**config.mk**
```make
export PLATFORM = sky130hd
export DESIGN_NAME = sensor_frame_check_convert
export DESIGN_NICKNAME = d
export VERILOG_FILES = /design/src/design/sfcc_pkg.sv /design/src/design/sensor_frame_check_convert.sv
export VERILOG_INCLUDE_DIRS = /design/src /design/src/design
export SDC_FILE = /design/constraint.sdc
export NUM_CORES = 1
export LEC_CHECK = 0
export ABC_AREA = 0
export BUFFER_PORTS_ARGS = -buffer_cell sky130_fd_sc_hd__buf_2
export CORE_MARGIN = 1
export CORE_UTILIZATION = 40
export CTS_CLUSTER_SIZE = 30
export DETAILED_ROUTE_END_ITERATION = 12
export GPL_ROUTABILITY_DRIVEN = 0
export PLACE_DENSITY = 0.61
export SLEW_MARGIN = 40
export SYNTH_ARGS = -nofsm -noshare
export SYNTH_HDL_FRONTEND = slang
export SYNTH_SLANG_ARGS = --single-unit
```
**constraint.sdc**
```tcl
create_clock -name clock -period 17 [get_ports clock]
set_clock_uncertainty 0.1 [all_clocks]
set_input_delay 4.25 -clock clock [delete_from_list [all_inputs] [get_ports clock]]
set_output_delay 4.25 -clock clock [all_outputs]
set_load 0.01 [all_outputs]
```
**src/design/sensor_frame_check_convert_assert.svh**
```systemverilog
// Assertion macros for the sensor frame checker and converter.
`ifndef SENSOR_FRAME_CHECK_CONVERT_ASSERT_SVH
`define SENSOR_FRAME_CHECK_CONVERT_ASSERT_SVH

// Same-cycle implication.
`define SFCC_ASSERT_SAME(label, clk, rst, ante, cons, msg) \
   label: assert property (@(posedge clk) disable iff (rst) (ante) |-> (cons)) \
      else $error(msg);

// Next-cycle implication.
`define SFCC_ASSERT_NEXT(label, clk, rst, ante, cons, msg) \
   label: assert property (@(posedge clk) disable iff (rst) (ante) |=> (cons)) \
      else $error(msg);

`endif

```
**src/design/sfcc_pkg.sv**
```systemverilog
// Constants, types and the CRC function of the sensor frame checker and converter.
package sfcc_pkg;

   localparam logic [7:0]   CRC_POLY        = 8'h31;
   localparam logic [15:0]  RAW_MASK        = 16'hFFFC;
   localparam int           KIND_BIT        = 1;

   localparam logic [14:0]  TEMP_GAIN       = 15'd17572;
   localparam logic [15:0]  TEMP_OFFSET     = 16'd4685;
   localparam logic [14:0]  HUM_GAIN        = 15'd12500;
   localparam logic [15:0]  HUM_OFFSET      = 16'd600;

   // floor(x / 100) == (x * 5243) >> 19 for x below 43690
   localparam logic [12:0]  DIV100_RECIP    = 13'd5243;
   localparam int           DIV100_SHIFT    = 19;
   localparam logic [6:0]   CENTI_PER_WHOLE = 7'd100;
   localparam logic [13:0]  MICRO_PER_CENTI = 14'd10000;

   typedef logic [1:0] pos_type;
   localparam pos_type POS_HIGH  = 2'd0;
   localparam pos_type POS_LOW   = 2'd1;
   localparam pos_type POS_CHECK = 2'd2;

   typedef logic [1:0] status_type;
   localparam status_type STATUS_OK   = 2'd0;
   localparam status_type STATUS_CRC  = 2'd1;
   localparam status_type STATUS_KIND = 2'd2;

   typedef struct packed {
      status_type   status;
      logic [15:0]  raw;
      logic [7:0]   crc;
      logic [14:0]  centi;
      logic         neg;
      logic [13:0]  mag;
      logic [7:0]   quot;
   } check_stage_type;

   function automatic logic [7:0] crc8_update(input logic [7:0] crc, input logic [7:0] data);
      logic [7:0] c;
      c = crc ^ data;
      for (int i = 0; i < 8; i++) begin
         if (c[7]) begin
            c = {c[6:0], 1'b0} ^ CRC_POLY;
         end else begin
            c = {c[6:0], 1'b0};
         end
      end
      return c;
   endfunction

endpackage

```
**src/design/sensor_frame_check_convert.sv**
```systemverilog
// Sensor frame checker and converter: CRC-8 check and unit conversion of 3-byte frames.
//
// Takes one frame byte per cycle (raw high, raw low, checksum); req_frame_start marks a
// first byte and drops any partial frame. The conversion product is formed when the low
// byte arrives; on the checksum byte the status and the divide-by-100 reciprocal product
// are registered in a check stage, which hands the result to the output register once
// that register is free. Input is stalled only while both the check stage and the output
// register hold results and rsp_stall is high, so one byte a cycle is sustained otherwise.
// Non-ok results carry zero centi, whole and micro values.
module sensor_frame_check_convert (
   input  logic         clock,
   input  logic         reset,
   input  logic         req_valid,
   output logic         req_stall,
   input  logic [7:0]   req_rx_byte,
   input  logic         req_func,
   input  logic         req_frame_start,
   output logic         rsp_valid,
   input  logic         rsp_stall,
   output logic [1:0]   rsp_status,
   output logic [15:0]  rsp_raw_value,
   output logic signed [14:0] rsp_centi_value,
   output logic signed [8:0]  rsp_whole_part,
   output logic signed [20:0] rsp_micro_part,
   output logic [7:0]   rsp_computed_crc
);
   import sfcc_pkg::*;

   `include "sensor_frame_check_convert_assert.svh"

   pos_type          count_ff, count_in;
   logic [7:0]       high_ff, high_in;
   logic [7:0]       low_ff, low_in;
   logic [7:0]       crc_ff, crc_in;
   logic             kind_ff, kind_in;
   logic [14:0]      centi_ff, centi_in;

   logic             s1_valid_ff, s1_valid_in;
   check_stage_type  s1_ff, s1_in;

   logic             rsp_valid_ff, rsp_valid_in;
   status_type       rsp_status_ff;
   logic [15:0]      rsp_raw_ff;
   logic [14:0]      rsp_centi_ff;
   logic [8:0]       rsp_whole_ff, rsp_whole_in;
   logic [20:0]      rsp_micro_ff, rsp_micro_in;
   logic [7:0]       rsp_crc_ff;

   logic             accept, out_free;
   logic             is_low, is_check, is_high;
   logic [15:0]      conv_raw;
   logic [14:0]      conv_gain;
   logic [30:0]      conv_prod;
   logic [15:0]      conv_centi;
   status_type       chk_status;
   logic [14:0]      chk_centi, chk_negated;
   logic [26:0]      quot_prod;
   logic [14:0]      quot_times100;
   logic [13:0]      rem_wide;
   logic [19:0]      micro_mag;

   assign out_free  = !rsp_valid_ff || !rsp_stall;
   assign req_stall = s1_valid_ff && !out_free;
   assign accept    = req_valid && !req_stall;

   assign is_low   = !req_frame_start && (count_ff == POS_LOW);
   assign is_check = !req_frame_start && (count_ff == POS_CHECK);
   assign is_high  = !is_low && !is_check;

   // conversion on the low byte
   always_comb begin
      conv_raw   = {high_ff, req_rx_byte} & RAW_MASK;
      conv_gain  = kind_ff ? HUM_GAIN : TEMP_GAIN;
      conv_prod  = 31'(conv_gain) * 31'(conv_raw);
      conv_centi = {1'b0, conv_prod[30:16]} - (kind_ff ? HUM_OFFSET : TEMP_OFFSET);
   end

   // frame state
   always_comb begin
      count_in = count_ff;
      high_in  = high_ff;
      low_in   = low_ff;
      crc_in   = crc_ff;
      kind_in  = kind_ff;
      centi_in = centi_ff;
      if (accept) begin
         priority if (is_low) begin
            low_in   = req_rx_byte;
            crc_in   = crc8_update(crc_ff, req_rx_byte);
            centi_in = conv_centi[14:0];
            count_in = POS_CHECK;
         end else if (is_check) begin
            count_in = POS_HIGH;
         end else begin
            high_in  = req_rx_byte;
            kind_in  = req_func;
            crc_in   = crc8_update(8'h00, req_rx_byte);
            count_in = POS_LOW;
         end
      end
   end

   // checksum byte: status and quotient
   always_comb begin
      priority if (crc_ff != req_rx_byte) begin
         chk_status = STATUS_CRC;
      end else if (low_ff[KIND_BIT] != kind_ff) begin
         chk_status = STATUS_KIND;
      end else begin
         chk_status = STATUS_OK;
      end
      chk_centi   = (chk_status == STATUS_OK) ? centi_ff : 15'd0;
      chk_negated = 15'd0 - chk_centi;
      s1_in.status = chk_status;
      s1_in.raw    = {high_ff, low_ff} & RAW_MASK;
      s1_in.crc    = crc_ff;
      s1_in.centi  = chk_centi;
      s1_in.neg    = chk_centi[14];
      s1_in.mag    = chk_centi[14] ? chk_negated[13:0] : chk_centi[13:0];
      quot_prod    = 27'(s1_in.mag) * 27'(DIV100_RECIP);
      s1_in.quot   = quot_prod[DIV100_SHIFT +: 8];
   end

   assign s1_valid_in  = (accept && is_check) || (s1_valid_ff && !out_free);
   assign rsp_valid_in = (s1_valid_ff && out_free) || (rsp_valid_ff && !out_free);

   // remainder and signed split
   always_comb begin
      quot_times100 = 15'(s1_ff.quot) * 15'(CENTI_PER_WHOLE);
      rem_wide      = s1_ff.mag - quot_times100[13:0];
      micro_mag     = 20'(rem_wide[6:0]) * 20'(MICRO_PER_CENTI);
      rsp_whole_in  = s1_ff.neg ? (9'd0 - {1'b0, s1_ff.quot}) : {1'b0, s1_ff.quot};
      rsp_micro_in  = s1_ff.neg ? (21'd0 - {1'b0, micro_mag}) : {1'b0, micro_mag};
   end

   always_ff @(posedge clock) begin
      if (reset) begin
         count_ff     <= POS_HIGH;
         s1_valid_ff  <= 1'b0;
         rsp_valid_ff <= 1'b0;
      end else begin
         count_ff     <= count_in;
         s1_valid_ff  <= s1_valid_in;
         rsp_valid_ff <= rsp_valid_in;
      end
   end

   always_ff @(posedge clock) begin
      high_ff  <= high_in;
      low_ff   <= low_in;
      crc_ff   <= crc_in;
      kind_ff  <= kind_in;
      centi_ff <= centi_in;
      if (accept && is_check) begin
         s1_ff <= s1_in;
      end
      if (s1_valid_ff && out_free) begin
         rsp_status_ff <= s1_ff.status;
         rsp_raw_ff    <= s1_ff.raw;
         rsp_centi_ff  <= s1_ff.centi;
         rsp_whole_ff  <= rsp_whole_in;
         rsp_micro_ff  <= rsp_micro_in;
         rsp_crc_ff    <= s1_ff.crc;
      end
   end

   assign rsp_valid        = rsp_valid_ff;
   assign rsp_status       = rsp_status_ff;
   assign rsp_raw_value    = rsp_raw_ff;
   assign rsp_centi_value  = $signed(rsp_centi_ff);
   assign rsp_whole_part   = $signed(rsp_whole_ff);
   assign rsp_micro_part   = $signed(rsp_micro_ff);
   assign rsp_computed_crc = rsp_crc_ff;

   `SFCC_ASSERT_SAME(a_err_zero, clock, reset,
      rsp_valid_ff && (rsp_status_ff != STATUS_OK),
      (rsp_centi_ff == 15'd0) && (rsp_whole_ff == 9'd0) && (rsp_micro_ff == 21'd0),
      "error item carries nonzero value")
   `SFCC_ASSERT_SAME(a_split_sum, clock, reset,
      rsp_valid_ff,
      (int'(rsp_centi_value) * 10000) ==
         (int'(rsp_whole_part) * 1000000 + int'(rsp_micro_part)),
      "whole and micro parts do not recombine to centi value")
   `SFCC_ASSERT_NEXT(a_check_loads, clock, reset,
      accept && is_check,
      s1_valid_ff,
      "checksum item did not reach check stage")
   `SFCC_ASSERT_NEXT(a_first_byte, clock, reset,
      accept && is_high,
      count_ff == POS_LOW,
      "first byte did not advance frame position")

endmodule

```
# Word level (Yosys, flattened, before mapping)
# Cells that the tools add are included.
# word_totals
in_bits	14
word_cells	138
out_inout_bits	73
reg_bits	168
# classes
reduce_logical	19
mux	63
n_bitwise	19
n_eq_ne	5
multipliers	4
addsub	5
# op_table
operator	n
8-bit 2-to-1 mux	38
6-bit 2-to-1 mux	16
3-bit inverter	16
15-bit 2-to-1 mux	2
15-bit by 14-bit multiplier with 29-bit output	1
14-bit by 13-bit multiplier with 27-bit output, second input constant	1
1-bit by 20-bit subtractor with 21-bit output, first input constant	1
20-bit 2-to-1 mux	1
7-bit by 10-bit multiplier with 16-bit output, second input constant	1
15-bit by 13-bit subtractor with 15-bit output	1
14-bit 2-to-1 mux	1
1-bit by 14-bit subtractor with 14-bit output, first input constant	1
13-bit 2-to-1 mux	1
1-bit by 8-bit subtractor with 9-bit output, first input constant	1
8-bit by 5-bit multiplier with 5-bit output, second input constant	1
8-bit != test	1
8-bit bitwise XOR	1
1-bit logical AND	7
7-bit subtractor	1
2-bit 2-to-1 mux	3
1-bit zero test	5
2-bit AND reduction	2
1-bit logical OR	3
3-bit AND reduction	1
7 further kinds	8

# Longest topological paths before layout
# Gate-level depths: netlist of run 1.
# depth
word_depth	41
depth_mapped	34
mapped_depth_nobuf	33

# Worst setup path before layout of run 1
# No wires, ideal clock.
# synth_timing
path_kind	input port to flip-flop
startpoint	in req_rx_byte[7]
endpoint	reg s1_ff[7] (netlist bit), data pin
setup_ns	0.260
arrival_time_ns	10.954
path_stages	32
path_slack_ns	5.687
required_ns	16.640
n_path_buf	3
path_cell_list	clkbuf_1 > xor2_1 > nor4_1 > and3_1 > clkbuf_1 > clkbuf_1 > nand2_1 > ha_1 > o211ai_1 > nand2_1 > xor2_1 > nor2_1 > ha_1 > inv_1 > fa_1 > inv_1 > fa_1 > fa_1 > inv_1 > fa_1 > inv_1 > ha_1 > and4_1 > a21oi_1 > o221ai_1 > a31oi_1 > o21ai_0 > a31oi_1 > o21ai_0 > nor4_1 > nor3_1 > xnor2_1
# synth_between
elab_chain_len	7
# synth_rtl
item	line	source
start: declaration	sensor_frame_check_convert.sv:15	input logic [7:0] req_rx_byte,
8-bit != test *	sensor_frame_check_convert.sv:105	priority if (crc_ff != req_rx_byte) begin
2-bit 2-to-1 mux *	sensor_frame_check_convert.sv:105	
2-bit zero test *	sensor_frame_check_convert.sv:112	chk_centi = (chk_status == STATUS_OK) ? centi_ff : 15'd0;
15-bit 2-to-1 mux *	sensor_frame_check_convert.sv:112	
1-bit by 14-bit subtractor with 14-bit output	sensor_frame_check_convert.sv:113	chk_negated = 15'd0 - chk_centi;
14-bit 2-to-1 mux *	sensor_frame_check_convert.sv:119	s1_in.mag = chk_centi[14] ? chk_negated[13:0] : chk_centi[13:0];
14-bit by 13-bit multiplier with 27-bit output *	sensor_frame_check_convert.sv:120	quot_prod = 27'(s1_in.mag) * 27'(DIV100_RECIP);
via quot_prod[26]	sensor_frame_check_convert.sv:57	logic [26:0] quot_prod;
end signal: assignment	sensor_frame_check_convert.sv:155	s1_ff <= s1_in;
end: declaration	sensor_frame_check_convert.sv:39	check_stage_type s1_ff, s1_in;
# Mark *: on every way through the listed nets, which the timed path passes. The rest lies on a longest branch.
# A chain may end at the register's enable or synchronous reset.

# Worst setup path after layout of run 1
# layout_timing
startpoint	in req_rx_byte[3]
endpoint	reg s1_ff[7] (netlist bit), data pin
# The elaborated chain is that of the path after synthesis.

==> results of run 1 <==
==> cells in the mapped netlist, types with 16 or more instances <==
library cell | number | area [um^2]
clkbuf_1 | 21 | 78.8
xor2_1 | 58 | 508
inv_1 | 290 | 1090
o21ai_0 | 16 | 80.1
a21o_1 | 21 | 158
nor2b_1 | 17 | 106
xnor2_1 | 70 | 613
edfxtp_1 | 156 | 4680
a21oi_1 | 27 | 135
nor2_1 | 55 | 206
fa_1 | 133 | 2660
ha_1 | 267 | 3340
nand2_1 | 61 | 229
and2_1 | 23 | 144
==> worst max-delay path, delay by kind of cell <==
kind                     cells  cell delay, ps
XOR/XNOR                     3             480
buffers and inverters        5             400
AND/OR/NAND/NOR              8            2610
adder cells (fa/ha/maj)      7            2890
AO/OA/AOI/OAI                7            1350
==> area by class of cell <==
type	count	area [um^2]	share of cell area, %
Timing Repair Buffer	85	442	2.61
Inverter	290	1090	6.43
Clock buffer	17	425	2.51
Tap cell	511	639	3.78
Clock inverter	15	209	1.23
Sequential cell	160	4760	28.1
Multi-Input combinational cell	906	9370	55.3
==> cells in the final DEF, fill, tap and decap left out, types with 9 or more instances in the layout <==
cell       synthesis  layout
a21o_1            21      21
a21oi_1           27      27
and2_1            23      23
buf_2              0      80
clkbuf_16          0      17
clkinv_8           0       9
conb_1             2      16
edfxtp_1         156     156
fa_1             133     133
ha_1             267     267
inv_1            290     289
nand2_1           61      61
nand3_1           12      11
nor2_1            55      53
nor2b_1           17      17
nor3_1            11      11
o21ai_0           16      16
o31ai_1           10      10
or2_2              9       9
xnor2_1           70      70
xor2_1            58      58
==> logic make-up after synthesis <==
group / Yosys count / share of synthesized area, %
mux: 5 / 0.352
compound gates: 124 / 6.08
buf+inv: 319 / 8.05
fa+ha+maj: 400 / 39.3
simple gates: 233 / 7.71
other cells: 2 / 0.0491
xor+xnor: 128 / 7.33
flops: 160 / 31.2
==> metrics by stage <==
| stage | utilization, % | total power [mW] | setup WS, ps | instances | hold WS, ps |
|---|---|---|---|---|---|
| after global placement | 43.2 | 2.08 | 5010 | 1951 | 301 |
| after floorplan | - | 1.71 | 5690 | 1385 | 300 |
| after global routing | 45.0 | 2.71 | 4390 | 1984 | 317 |
| after CTS | 44.9 | 2.51 | 5130 | 1983 | 316 |
| final | 45.0 | 2.49 | 5080 | 1984 | 311 |
| after detailed placement | 43.2 | 2.10 | 4670 | 1951 | 305 |
==> worst paths after layout <==
check             cells after the start                  end  slack (ps)            from
setup reg to reg                     29             s1_ff[7]        8550       crc_ff[0]
setup / recovery                     30             s1_ff[7]        5080  req_rx_byte[3]
hold / removal                        0  rsp_computed_crc[7]         310       s1_ff[45]
hold reg to reg                       0  rsp_computed_crc[7]         310       s1_ff[45]
==> routing by layer <==
| metal | track usage, % | part of all wire (%) |
|---|---|---|
| met2 | 27.4 | 49 |
| met5 | 0 | 0 |
| met4 | 3.90 | 1.2 |
| met3 | 1.98 | 2.0 |
| met1 | 21.6 | 47 |
==> registers in the layout (all words and copies together), names as in the netlist, named ones only <==
| signal | cells |
|---|---|
| kind_ff | 1 |
| rsp_centi_value | 15 |
| rsp_status | 2 |
| rsp_raw_value | 14 |
| high_ff | 8 |
| crc_ff | 8 |
| rsp_computed_crc | 8 |
| low_ff | 7 |
| rsp_whole_part | 9 |
| count_ff | 2 |
| s1_valid_ff | 1 |
| s1_ff | 53 |
| centi_ff | 15 |
| rsp_micro_part | 16 |
==> power breakdown <==
part           switching [mW]  internal, mW  total [mW]  leakage, nW
clock network           0.192         0.202       0.394        0.302
registers              0.0250         0.523       0.548         1.56
logic                   0.910         0.643        1.55         6.72
==> impl_metrics.yaml, run 1 <==
outcome:
  status: "finished clean"
clock_tree:
  cts_setup_buffers: 0
  clockBufferDepth: 2
  clock_latency_ps: 430
  cts_buffers: 17
  clk_pin_slew_ps: 80
  clock-sinks: 160
  cts.repair.resized: 0
  root_buffer: "clkbuf_16"
  cts_tree: "yes"
  cts_max_level: 4
  holdBufCountCts: 0
setup_path:
  critPathKind: "in2reg"
  crit_fanout: 17
  cp_slowest_stage_delay_ps: 610
  cp_data_arrival_time_ps: 12000
  worstSetupStartpointType: "input port"
  critPathCaptureType: "flip-flop"
  cp.required_ps: 17080
  cp_slowest_cell: "nor2_1"
yosys:
  ys_types: 71
  synth.avg_cell_area_um2: 11.2
  yosysSeqAreaShare_pct: 31.2
  synth_ff_type: "edfxtp_1"
  synth-async-reset-ratio_pct: 0
  synth_area_mm2: 0.0153
  synth_seq_cells: 160
  syn_inst: 1371
  ys_warn_count: 0
  synth_edf_count: 156
floorplan:
  initial_utilization_pct: 40.6
  fp.coreArea_mm2: 0.0377
  rows: 71
  pin_count: 87
  die_w_um: 198
  die_h_um: 198
  dieArea_mm2: 0.0390
route:
  drt_iter0_markers: 368
  wl_per_cell_um: 15.0
  drc: 0
  antenna_left: 0
  num_vias: 9353
  wl_um: 29700
  firstDrtPassIters: 4
  via_per_inst: 4.71
flow_run:
  maxCapViolations: 0
sta:
  fin_crit_ps: 11920
  tightest_slew_ps: 793
  timing.fmax_ghz: 0.0839
  finalHoldViolations: 0
  final-setup-viol-count: 0
  rsz0062_at_grt: "false"
  fin_setup_tns_ps: 0
  slew_viol_final: 0
  fin_crit_sh_pct: 70.1
  slew_headroom_pct: 47.0
power:
  ir_drop_v: 0.000431
  power_leakage_nw: 8.59
  powerDensity_mw_per_mm2: 147
placed_design:
  dpl_cell_area_mm2: 0.0163
  place_hpwl_um: 24900
  io_buffers: 80
finish:
  drive_above_1_share_pct: 10.3
  n_antenna_cell: 0
  fillers: 3556
  fin_area_mm2: 0.0169
  fin_nets: 1874
  areaGrowthSynthToFinish_pct: 10.8
worst_hold_path:
  hold_class: "reg2reg"
global_route:
  grt_start_max_net_pins: 53
  grt_pass1_vias: 9683
  grt_pass1_wl_um: 49100
  grt_overflow_total: 0
  gr-usage-all-layers_pct: 16.1
  antenna_found_initial: 0
Note: power is estimated with default switching activity, not from simulation.
==> run 2, diff against run 1 <==
Settings changed: PLACE_DENSITY 0.61 to 0.63.
Clock period 17 ns to 9.6 ns, I/O delays scaled along.
==> run 2 against run 1 <==
Non-clock buffer count up 23; count of clock-buffer cells in the layout unchanged; utilization up 0.42 points; sequential power up 78%; combinational power up 74%; power up 75%; cell count up 1.2%; sequential cell count unchanged; via count up 1.8%; die area unchanged; worst setup slack worse by 4500 ps; global-route usage up 0.12 points; critical path type unchanged; critical endpoint is now centi_ff[11].
==> impl_metrics.yaml, run 2 (synthesized netlist as in run 1, its figures left out) <==
outcome:
  status: "finished clean"
clock_tree:
  cts_tree: "yes"
  root_buffer: "clkbuf_16"
  cts.repair.resized: 0
  holdBufCountCts: 0
  cts_setup_buffers: 0
  cts_max_level: 4
  clock-sinks: 160
  clockBufferDepth: 2
  clk_pin_slew_ps: 70
  clock_latency_ps: 430
  cts_buffers: 17
route:
  wl_per_cell_um: 15.0
  drt_iter0_markers: 395
  firstDrtPassIters: 5
  num_vias: 9521
  wl_um: 30000
  antenna_left: 0
  via_per_inst: 4.74
  drc: 0
placed_design:
  place_hpwl_um: 25300
  dpl_cell_area_mm2: 0.0165
  io_buffers: 80
  pre_cts_ws_ps: 129
sta:
  timing.fmax_ghz: 0.111
  finalWorstSetupSlack_ps: 572
  final-setup-viol-count: 0
  fin_crit_sh_pct: 94.0
  fin_crit_ps: 9030
  rsz0062_at_grt: "false"
  hold_slack_ps: 320
  tightest_slew_ps: 744
  finalHoldViolations: 0
  slew_headroom_pct: 50.4
  fin_setup_tns_ps: 0
  slew_viol_final: 0
finish:
  drive_above_1_share_pct: 11.6
  largest_register: "s1_ff"
  fillers: 3535
  multiInputGateArea_mm2: 0.00936
  fin_area_mm2: 0.0171
  areaGrowthSynthToFinish_pct: 11.8
  largest_register_ffs: 53
  fin_nets: 1897
  final_common_cell: "inv_1"
  layout.area.seq_mm2: 0.00476
  final_cell_mix: "inv_1 (289), ha_1 (267), edfxtp_1 (156), fa_1 (133), buf_2 (80)"
  n_antenna_cell: 0
setup_path:
  crit_fanout: 6
  reg2reg_from: "kind_ff"
  cp_slowest_stage_delay_ps: 540
  cp.required_ps: 9670
  critPathCaptureType: "flip-flop"
  cp_slowest_cell: "fa_1"
  path_common_cell: "inv_1"
  cp_data_arrival_time_ps: 9100
  r2r-end: "centi_ff[11]"
  critPathKind: "in2reg"
  reg2reg_slack_ps: 1420
  worstSetupStartpointType: "input port"
  r2r_cells: 33
global_route:
  gr-usage-all-layers_pct: 16.2
  grt_util_met2_pct: 28.3
  grt_busiest_layer: "met2"
  use_met1_pct: 21.7
  grt_pass1_wl_um: 49300
  grt_overflow_total: 0
  grt_start_max_net_pins: 65
  antenna_found_initial: 0
  grt_pass1_vias: 9652
  use_met3_pct: 1.86
worst_hold_path:
  hold_class: "reg2reg"
  hp-start: "s1_ff[31]"
  hold_end: "rsp_centi_value[8]"
  hold_depth: 0
floorplan:
  fp.coreArea_mm2: 0.0377
  pin_count: 87
  die_w_um: 198
  dieArea_mm2: 0.0390
  die_h_um: 198
  rows: 71
  initial_utilization_pct: 40.6
power:
  power_leakage_nw: 8.71
  ir_drop_v: 0.000552
  powerDensity_mw_per_mm2: 255
  p_total_mw: 4.36
flow_run:
  maxCapViolations: 0
-- run 2: through the flow --
stage                     util, %  cells
final                        45.4   2007
after global placement       43.7   1974
after global routing         45.4   2007
after CTS                    45.3   2006
after detailed placement     43.7   1974
after floorplan                 -   1385
-- run 2: critical path, delay by kind of cell --
family / cells / cell delay [ps]
AOI/OAI and AO/OA: 6 / 1200
xor gates and xnor gates: 2 / 300
adders and majority gates: 8 / 3040
buffers and inverters: 7 / 520
and+or+nand+nor: 8 / 1620
-- run 2: how the worst max path moves through the flow --
| stage | from | to | slack, ps | depth (start not counted) |
|---|---|---|---|---|
| after floorplan | req_rx_byte[7] | s1_ff[7] | 140 | 32 |
| after global placement | req_rx_byte[7] | s1_ff[7] | 280 | 32 |
| after detailed placement | req_rx_byte[7] | s1_ff[7] | 130 | 32 |
| after CTS | req_rx_byte[7] | s1_ff[7] | 580 | 32 |
| after global routing | req_rx_byte[7] | centi_ff[11] | 60 | 31 |
| final | req_rx_byte[7] | centi_ff[11] | 570 | 31 |
-- run 2: cell type report --
type	count	area share, %
Multi-Input combinational cell	906	54.8
Inverter	290	6.37
Sequential cell	160	27.9
Clock inverter	15	1.12
Timing Repair Buffer	108	3.64
Tap cell	511	3.74
Clock buffer	17	2.49
-- run 2: routing by layer --
layer	wire, um	part of all wire [%]
met5	0	0
met4	273	0.91
met3	614	2.0
met2	15000	50
met1	14200	47
-- run 2: power breakdown --
| part | internal, mW | switching (mW) |
|---|---|---|
| registers | 0.926 | 0.0488 |
| clock network | 0.376 | 0.316 |
| logic | 1.14 | 1.55 |
| total | 2.45 | 1.91 |
